[src/hdl/era_pkg.sv]
// Package with types and constants shared by the echo range averager modules.
`default_nettype none

package era_pkg;

  // Widths averaged per result; the mean is taken with a right shift.
  localparam int SAMPLE_BITS = 4;
  localparam int SAMPLES     = 1 << SAMPLE_BITS;

  localparam int CFG_BITS   = 16;
  localparam int AVG_BITS   = 16;
  localparam int INDEX_BITS = 1;

  // Configuration register indexes.
  localparam logic [INDEX_BITS-1:0] REG_TRIGGER_LENGTH = 1'd0;
  localparam logic [INDEX_BITS-1:0] REG_CLOSE_LIMIT    = 1'd1;

  typedef enum logic [1:0] {
    PHASE_IDLE   = 2'd0,
    PHASE_FIRST  = 2'd1,
    PHASE_SECOND = 2'd2
  } phase_t;

  typedef struct packed {
    logic                trigger_level;
    logic                collision_flag;
    logic                collision_event;
    logic                average_valid;
    logic [AVG_BITS-1:0] average_width;
    logic                measuring;
  } era_result_t;

endpackage

`default_nettype wire

[src/hdl/era_core.sv]
// Measurement state and single-pass next-state logic for one timer tick.
`default_nettype none

module era_core #(
  parameter int COUNTER_BITS = 16
) (
  input  wire logic                            clk,
  input  wire logic                            rst,
  input  wire logic                            step,
  input  wire logic                            echo_level,
  input  wire logic                            start_request,
  input  wire logic [era_pkg::CFG_BITS-1:0]    trigger_length,
  input  wire logic [era_pkg::CFG_BITS-1:0]    close_limit,
  output era_pkg::era_result_t                 result
);
  import era_pkg::*;

  localparam int SUM_BITS = COUNTER_BITS + SAMPLE_BITS;
  localparam int CMP_BITS = (COUNTER_BITS > CFG_BITS) ? COUNTER_BITS : CFG_BITS;
  localparam logic [COUNTER_BITS-1:0] COUNT_MAX = '1;
  localparam logic [SAMPLE_BITS-1:0] LAST_SAMPLE = SAMPLE_BITS'(SAMPLES - 1);

  phase_t                  phase, phase_next;
  logic [COUNTER_BITS-1:0] tick_counter, tick_counter_next;
  logic [COUNTER_BITS-1:0] start_time, start_time_next;
  logic [SUM_BITS-1:0]     width_sum, width_sum_next;
  logic [SAMPLE_BITS-1:0]  sample_count, sample_count_next;
  logic                    previous_echo;
  logic                    trigger_reg, trigger_reg_next;
  logic                    led_reg, led_reg_next;
  logic [AVG_BITS-1:0]     last_average, last_average_next;

  logic [COUNTER_BITS-1:0] count_inc;
  logic [COUNTER_BITS-1:0] echo_width;
  logic [SUM_BITS-1:0]     sum_add;
  logic [COUNTER_BITS-1:0] average;
  logic [CMP_BITS-1:0]     average_ext;
  logic                    edge_seen;
  logic                    done;
  logic                    average_valid;
  logic                    collision_event;

  always_comb begin
    count_inc          = tick_counter + 1'b1;
    edge_seen          = (echo_level != previous_echo);
    done               = 1'b0;
    echo_width         = '0;
    average_valid      = 1'b0;
    collision_event    = 1'b0;
    phase_next         = phase;
    tick_counter_next  = tick_counter;
    start_time_next    = start_time;
    width_sum_next     = width_sum;
    sample_count_next  = sample_count;
    trigger_reg_next   = trigger_reg;
    led_reg_next       = led_reg;
    last_average_next  = last_average;

    if (phase == PHASE_IDLE && start_request) begin
      tick_counter_next = '0;
      trigger_reg_next  = 1'b1;
      phase_next        = PHASE_FIRST;
    end else begin
      tick_counter_next = count_inc;
      if (CMP_BITS'(count_inc) == CMP_BITS'(trigger_length)) begin
        trigger_reg_next = 1'b0;
      end
      if (phase != PHASE_IDLE) begin
        // A counter wrap ends the measurement at the full count, even on an edge.
        if (count_inc == '0) begin
          echo_width = COUNT_MAX;
          done       = 1'b1;
        end else if (edge_seen) begin
          case (phase)
            PHASE_FIRST: begin
              start_time_next = count_inc;
              phase_next      = PHASE_SECOND;
            end
            PHASE_SECOND: begin
              echo_width = count_inc - start_time;
              done       = 1'b1;
            end
            default: begin
              phase_next = phase;
            end
          endcase
        end
      end
    end

    sum_add     = width_sum + SUM_BITS'(echo_width);
    average     = sum_add[SUM_BITS-1:SAMPLE_BITS];
    average_ext = CMP_BITS'(average);

    if (done) begin
      phase_next = PHASE_IDLE;
      if (sample_count == LAST_SAMPLE) begin
        average_valid      = 1'b1;
        last_average_next  = average_ext[AVG_BITS-1:0];
        collision_event    = (average_ext < CMP_BITS'(close_limit));
        led_reg_next       = collision_event;
        width_sum_next     = '0;
        sample_count_next  = '0;
      end else begin
        width_sum_next     = sum_add;
        sample_count_next  = sample_count + 1'b1;
      end
    end
  end

  always_ff @(posedge clk) begin
    if (rst) begin
      phase         <= PHASE_IDLE;
      tick_counter  <= '0;
      start_time    <= '0;
      width_sum     <= '0;
      sample_count  <= '0;
      previous_echo <= 1'b0;
      trigger_reg   <= 1'b0;
      led_reg       <= 1'b0;
      last_average  <= '0;
    end else if (step) begin
      phase         <= phase_next;
      tick_counter  <= tick_counter_next;
      start_time    <= start_time_next;
      width_sum     <= width_sum_next;
      sample_count  <= sample_count_next;
      previous_echo <= echo_level;
      trigger_reg   <= trigger_reg_next;
      led_reg       <= led_reg_next;
      last_average  <= last_average_next;
    end
  end

  always_comb begin
    result.trigger_level   = trigger_reg_next;
    result.collision_flag  = led_reg_next;
    result.collision_event = collision_event;
    result.average_valid   = average_valid;
    result.average_width   = last_average_next;
    result.measuring       = (phase_next != PHASE_IDLE);
  end

`ifndef SYNTH
  assert property (@(posedge clk) disable iff (rst)
    step && phase == PHASE_IDLE && start_request |=>
      trigger_reg && phase == PHASE_FIRST && tick_counter == '0)
    else $error("start transaction did not arm the measurement");

  assert property (@(posedge clk) disable iff (rst)
    step && result.collision_event |-> result.average_valid && result.collision_flag)
    else $error("collision event without a new average");

  assert property (@(posedge clk) disable iff (rst)
    !step |=> $stable(tick_counter) && $stable(phase) && $stable(width_sum))
    else $error("measurement state moved without a transaction");
`endif

endmodule

`default_nettype wire

[src/hdl/echo_range_averager_unit.sv]
// Top level of the echo range averager: stream ports, input and result registers.
//
//   channel  direction  transaction fields
//   s_*      in         echo_level, start_request (one per timer tick)
//   m_*      out        trigger, flag, event, average valid/width, measuring
//   cfg_*    in         trigger length and close limit writes
//
// One transaction per clock sustained while m_tready is high; a tick is held in the input register,
// then its result is registered on m_tdata, where it stays until it is taken.
// Reset is synchronous; it clears the measurement and loads the default registers.
// A stalled result holds the result register; the input register takes one more
// transaction, after which s_tready stays low until the result is taken.
`default_nettype none

module echo_range_averager_unit #(
  parameter int COUNTER_BITS = 16
) (
  input  wire logic                             clk,
  input  wire logic                             rst,
  input  wire logic                             s_tvalid,
  output      logic                             s_tready,
  // Bits from low: echo_level, start_request, zero fill.
  input  wire logic [7:0]                       s_tdata,
  output      logic                             m_tvalid,
  input  wire logic                             m_tready,
  // Bits from low: trigger_level, collision_flag, collision_event, average_valid,
  // average_width[15:0], measuring, zero fill.
  output      logic [23:0]                      m_tdata,
  input  wire logic                             cfg_we,
  input  wire logic [era_pkg::INDEX_BITS-1:0]   cfg_index,
  input  wire logic [era_pkg::CFG_BITS-1:0]     cfg_data
);
  import era_pkg::*;

  logic                trigger_length_is_set;
  logic [CFG_BITS-1:0] trigger_length;
  logic [CFG_BITS-1:0] close_limit;
  logic                in_valid;
  logic                in_echo;
  logic                in_start;
  logic                out_ready;
  logic                step;
  era_result_t         result;

  assign trigger_length_is_set = cfg_we && (cfg_index == REG_TRIGGER_LENGTH);

  always_ff @(posedge clk) begin
    if (rst) begin
      trigger_length <= CFG_BITS'(240);
      close_limit    <= CFG_BITS'(1000);
    end else if (trigger_length_is_set) begin
      trigger_length <= cfg_data;
    end else if (cfg_we && cfg_index == REG_CLOSE_LIMIT) begin
      close_limit <= cfg_data;
    end
  end

  assign out_ready = !m_tvalid || m_tready;
  assign step      = in_valid && out_ready;
  assign s_tready  = !in_valid || out_ready;

  always_ff @(posedge clk) begin
    if (rst) begin
      in_valid <= 1'b0;
    end else if (s_tvalid && s_tready) begin
      in_valid <= 1'b1;
    end else if (step) begin
      in_valid <= 1'b0;
    end
  end

  always_ff @(posedge clk) begin
    if (s_tvalid && s_tready) begin
      in_echo  <= s_tdata[0];
      in_start <= s_tdata[1];
    end
  end

  era_core #(
    .COUNTER_BITS(COUNTER_BITS)
  ) u_core (
    .clk           (clk),
    .rst           (rst),
    .step          (step),
    .echo_level    (in_echo),
    .start_request (in_start),
    .trigger_length(trigger_length),
    .close_limit   (close_limit),
    .result        (result)
  );

  always_ff @(posedge clk) begin
    if (rst) begin
      m_tvalid <= 1'b0;
    end else if (step) begin
      m_tvalid <= 1'b1;
    end else if (m_tready) begin
      m_tvalid <= 1'b0;
    end
  end

  always_ff @(posedge clk) begin
    if (step) begin
      m_tdata <= {3'b000, result.measuring, result.average_width, result.average_valid,
                  result.collision_event, result.collision_flag, result.trigger_level};
    end
  end

`ifndef SYNTH
  assert property (@(posedge clk) disable iff (rst)
    step |=> m_tvalid)
    else $error("processed tick did not reach the result register");

  assert property (@(posedge clk) disable iff (rst)
    in_valid && !out_ready |=> in_valid && $stable(in_echo) && $stable(in_start))
    else $error("waiting tick lost from the input register");

  assert property (@(posedge clk) disable iff (rst)
    !in_valid |-> s_tready)
    else $error("empty input register refused a transaction");
`endif

endmodule

`default_nettype wire
[config.mk]
export PLATFORM = sky130hd
export DESIGN_NAME = echo_range_averager_unit
export DESIGN_NICKNAME = d
export VERILOG_FILES = /design/src/hdl/era_pkg.sv /design/src/hdl/era_core.sv /design/src/hdl/echo_range_averager_unit.sv
export SDC_FILE = /design/constraint.sdc
export NUM_CORES = 1
export LEC_CHECK = 0
export ABC_CLOCK_PERIOD_IN_PS = 6400
export BUFFER_PORTS_ARGS = -buffer_cell sky130_fd_sc_hd__buf_2
export CAP_MARGIN = 20
export CORE_MARGIN = 3
export CORE_UTILIZATION = 50
export CTS_BUF_LIST = sky130_fd_sc_hd__clkbuf_8 sky130_fd_sc_hd__clkbuf_16
export CTS_CLUSTER_DIAMETER = 80
export CTS_CLUSTER_SIZE = 8
export DETAILED_ROUTE_END_ITERATION = 10
export PLACE_DENSITY = 0.75
export SKIP_LAST_GASP = 1
export SYNTH_ARGS = -nofsm -noshare
export SYNTH_HDL_FRONTEND = slang
export SYNTH_SLANG_ARGS = --single-unit
[constraint.sdc]
create_clock -name clk -period 6.4 [get_ports clk]
set_input_delay 0.64 -clock clk [delete_from_list [all_inputs] [get_ports clk]]
set_output_delay 0.64 -clock clk [all_outputs]
set_load 0.01 [all_outputs]
After elaboration in Yosys (flattened, before gate mapping) --
Index checks and enable logic that the tools add are counted.
Storage, ports and cells: flip-flop bits (word level) 134, logic and storage cells 81
Operators by class: add/subtract/negate cells 4, $lt $le $gt $ge 1, equal/unequal tests 5, mux-type cells 30, bitwise logic cells 4, reduce and logical (&&, ||, !) cells 19
Operator list (number):
- $mux W16 | 8
- $add A20 B16 Y20 | 1
- $mux W20 | 1
- $add A16 B1 Y16 const B | 1
- $eq A16 B16 Y1 | 1
- $logic_not A16 Y1 | 1
- $lt A16 B16 Y1 | 1
- $sub A16 B16 Y16 | 1
- $mux W1 | 14
- $mux W2 | 6
- $reduce_bool A2 Y1 | 4
- $reduce_and A2 Y1 | 3
- $reduce_and A6 Y1 | 1
- $logic_and A1 B1 Y1 | 5
- $add A4 B1 Y4 const B | 1
- $eq A4 B4 Y1 const B | 1
- $mux W4 | 1
- $not A1 Y1 | 4
- $eq A2 B1 Y1 const B | 1
- $eq A2 B2 Y1 const B | 1
- $logic_not A1 Y1 | 2
- $logic_not A2 Y1 | 1
- $logic_or A1 B1 Y1 | 2
- $ne A1 B1 Y1 | 1

Longest topological paths before layout --
word-level depth 11, gate-level depth with buffers 28, mapped depth without buffers 27

Hierarchy --
A second synthesis with hierarchy kept.
Unflattened totals: cells, all modules 919, area total of the unflattened synthesis 7963.9 µm²
Modules (own cells, without submodules):
- era_core | times used 1, cells each 755, area an instance 5836.8 µm², sequential area each 1541.5 µm²
- echo_range_averager_unit | times used 1, cells each 164, area an instance 2127.0 µm², sequential area each 1371.3 µm²

Worst setup path after synthesis --
No wires, ideal clock.
kind flip-flop to flip-flop, start point register u_core.tick_counter[0], end point register u_core.led_reg, setup time 0.096 ns, arrival 5.840 ns, setup slack 0.465 ns, stages on the path, launching flop included 26, path buffers 1, clock period less this slack 5.935 ns, cells stage by stage dfxtp_1 -> ha_1 -> nand3_2 -> xnor2_1 -> or3_1 -> or3_1 -> nor4_4 -> buf_2 -> nand2_1 -> o21ai_0 -> ha_1 -> a211oi_1 -> o21ai_0 -> a2111o_1 -> a311oi_1 -> o21bai_1 -> xor2_1 -> ha_1 -> a21o_1 -> a21oi_1 -> nor2b_1 -> o21a_1 -> o21ai_0 -> a21oi_1 -> or3b_1 -> o41ai_2
On the way: longest elaborated chain between the ends 11, elaborated cells between the ends (all ways) 15, those cells by class add/sub: 3; order compare: 1; mux: 10; reduce/logical: 1
Ends and longest elaborated chain:
- start: declaration | RTL line era_core.sv:24 | logic [COUNTER_BITS-1:0] tick_counter, tick_counter_next;
- start signal: assignment | RTL line era_core.sv:124 | tick_counter <= tick_counter_next;
- $add A16 B1 Y16 * | RTL line era_core.sv:44 | count_inc = tick_counter + 1'b1;
- named net u_core.count_inc[4] | RTL line era_core.sv:33 | logic [COUNTER_BITS-1:0] count_inc;
- $sub A16 B16 Y16 | RTL line era_core.sv:80 | echo_width = count_inc - start_time;
- $mux W16 | RTL line era_core.sv:74 | case (phase)
- $mux W16 | RTL line era_core.sv:73 | end else if (edge_seen) begin
- $mux W16 | RTL line era_core.sv:70 | if (count_inc == '0) begin
- $mux W16 | RTL line era_core.sv:68 | if (phase != PHASE_IDLE) begin
- $mux W16 | RTL line era_core.sv:59 | if (phase == PHASE_IDLE && start_request) begin
- $add A20 B16 Y20 | RTL line era_core.sv:91 | sum_add = width_sum + SUM_BITS'(echo_width);
- $lt A16 B16 Y1 | RTL line era_core.sv:100 | collision_event = (average_ext < CMP_BITS'(close_limit));
- $mux W1 | RTL line era_core.sv:97 | if (sample_count == LAST_SAMPLE) begin
- $mux W1 * | RTL line era_core.sv:95 | if (done) begin
- end signal: assignment | RTL line era_core.sv:130 | led_reg <= led_reg_next;
- end: declaration | RTL line era_core.sv:30 | logic led_reg, led_reg_next;
Mark *: on every way through the listed nets, which the timed path passes. The rest lies on a longest branch. A chain may end at the register's enable or synchronous reset.

Worst setup path in the final report --
Same ends and word-level chain as after synthesis.

==> results by group <==
Timing
  • Setup TNS: 0 ps
  • Setup WS post-layout: 375 ps
  • Max Fclk: 166 MHz
  • Rel. slew slack: 34.0%
  • Max Slew Vio Count: 0
  • Final Hold Vio Count: 0
  • Crit share post-route: 94.1%
  • Min Clock Period, post-route: 6020 ps
  • Worst-Margin Slew: 987 ps
  • Clock Skew: 7.85 ps
  • Final setup fails: 0

Floorplan
  • Initial Util: 51.3%
  • Site Rows: 45
  • Die Y: 131 um
  • Top-Level Pins: 56
  • Total die area: 17200 sq um
  • Core ar.: 15300 sq um
  • Die W: 131 um

Global route
  • Vias in the first global route: 6325
  • Largest net degree at the start of global routing: 114
  • Overflow after GRT: 0
  • Antenna violations before repair: 0
  • First-pass GRT wire length: 30.7 mm
  • GRT Util Overall: 21.7%

Finish
  • Fillers: 1350
  • Share of cells above drive strength 1: 14.7%
  • Ant. Diodes: 0
  • Post-route design area: 8980 sq um
  • Finished Layout Cells: 1201
  • Area growth from synthesis to layout: 14.6%
  • Top Registers: m_tdata: 21 flops, u_core.width_sum: 20 flops
  • Biggest register: m_tdata
  • Max reg flops: 21
  • Nets: 1058

Clocking
  • Worst skew pair latency: 430 ps
  • Root buffer cell: clkbuf_16
  • Clk buf depth: 2
  • CTS Hold Bufs: 0
  • Clock buffer count from CTS: 17
  • Reg clk slew, reported paths: 60 ps
  • Clock sink count: 134
  • Post-CTS sizing: 0
  • Post-CTS Setup Inserts: 0
  • CTS tree: yes
  • H-tree depth: 4

Place
  • IO buf count: 46
  • GPL Wtd Cong: 0.907
  • HPWL after detailed placement: 13.1 mm
  • Pre-CTS WS: 142 ps
  • Post-DP Area: 8280 sq um
  • Placed insts: 1168

Yosys
  • Synth cell types: 69
  • Largest cells by area after synthesis: dfxtp_1 28%, edfxtp_1 8.8%, ha_1 7.8%
  • Xor-xnor portion of the synthesized cell area: 7.59%
  • Post-Synth Simple-Gate Area: 21.5%
  • Post-synth ARST share: 0%
  • EDFF count, synth: 23
  • Syn. warnings: 0
  • Most common flop cell mapped by yosys: dfxtp_1
  • Yosys top cell area share: 28.4%
  • Syn avg cell area: 8.33 sq um
  • Mux contribution to synthesized area: 2.68%
  • Synth Cell Area: 7830 sq um
  • Post-Synthesis Cells: 940
  • Count leader, synth: nand2_1
  • Synth cell count leaders: 149 x nand2_1, 111 x dfxtp_1, 86 x a21oi_1
  • #FFs+latches synth: 134
  • Dominant cell type by area after synthesis: dfxtp_1
  • Compound-Gate Fraction of Synth Area: 17.5%
  • Largest family of logic cells by synthesized area: simple AND/OR/NAND/NOR gates
  • Adder-cell share of the synthesized area: 8.34%
  • Seq/Total Area, Yosys: 37.2%

Setup path
  • Worst Path Required: 6740 ps
  • Crit path top cell by count: ha_1
  • Reg2Reg Launch Point: u_core.tick_counter[0]
  • Top Family by Delay on Critical Path: compound AO/OA/AOI/OAI gates
  • Critical path's slowest cell: fa_1
  • Critical path endpoint category: flop
  • Reg2reg path depth: 25
  • Startpoint types: flop
  • Slowest cell delay on critical path: 420 ps
  • WP buf/inv: 3
  • Worst path depth: 25
  • Worst EP arrival: 6360 ps
  • Reg2Reg Capture Point: u_core.led_reg
  • CP Max Fanout: 5
  • Reg-to-reg setup timing slack: 380 ps
  • Setup CP Type: flop to flop

Hold path
  • Worst Hold End: in_start
  • Worst Hold Class: input port to flop
  • Hold Path Depth: 1
  • Hold path start: s_tdata[1]

Route
  • WL final: 18.3 mm
  • DRC Markers: 0
  • Mean number of vias per cell: 5.53
  • First-pass detailed-route iteration total: 5
  • Routed wire per std cell: 15.2 um
  • 1st-iter DRT viols: 473
  • Highest Signal Layer: met4
  • Met3 routed WL: 808 um
  • Number of vias in the routed layout: 6641
  • Met2 routed WL: 8.32 mm
  • Met1 wire length: 8.37 mm
  • Post-DRT Antenna Nets: 0

Pwr
  • Peak supply drop: 157 uV
  • Leakage: 3.70 nW
  • Power per cell area: 228 nW/um^2

Status
  • Status: complete, no violations

Job
  • Max-cap violations: 0
-- area by class of cell --
type	count	area (sq um)	share of cell area (%)
sequential	134	2920	32.5
tap	211	264	2.94
inverter	44	165	1.84
clock buffer	17	425	4.74
clock inverter	15	193	2.15
timing repair buffer	70	433	4.82
multi-input combinational	710	4580	51.0
-- per-stage QoR --
stage               utilization [%]  power (mW)  hold slack, ps
CTS                            58.3        2.06             372
detailed placement             54.2        1.04             443
global route                   58.9        2.12             370
finish                         58.9        2.05             382
floorplan                         -       0.999             429
global placement               54.2        1.04             435
-- report_power, final --
part	total [mW]	switching [mW]	internal, mW
combinational	0.134	0.0813	0.0524
sequential	0.891	0.0127	0.878
clock	1.02	0.401	0.622
total	2.05	0.495	1.55
-- cell families (layout without fill, tap and decap cells) --
family,after synthesis,count (layout)
fa+ha+maj,51,51
compound gates,220,220
xor+xnor,60,60
other cells,1,3
simple gates,357,357
buf+inv,98,146
mux,19,19
flops,134,134
-- metal layers --
layer	vias up	track usage, %
met5	-	0
met4	0	10.7
met3	48	4.63
met2	152	34.0
met1	3079	28.4
li1	3362	-
-- cell usage in the layout (no fill, tap or decap), drive strengths merged, types with 13 or more instances in the layout --
master,netlist,layout
a211oi,18,18
edfxtp,23,23
xor2,20,20
o21ai,44,44
nor2,75,75
nand3,33,33
nor3,21,21
nand2,149,149
a22oi,13,13
inv,44,51
dfxtp,111,111
mux2,16,16
clkbuf,38,17
buf,16,70
a21oi,86,86
xnor2,35,35
ha,49,49
-- how the worst max path moves through the flow --
stage | startpoint | end
6_report | u_core.tick_counter[0] | u_core.led_reg
5_1_grt | u_core.tick_counter[0] | u_core.led_reg
2_1_floorplan | u_core.tick_counter[0] | u_core.led_reg
3_3_place_gp | u_core.tick_counter[1] | m_tdata[1]
3_5_place_dp | u_core.tick_counter[1] | u_core.led_reg
4_1_cts | u_core.tick_counter[1] | u_core.led_reg
Power figures use the tool's default switching activity.
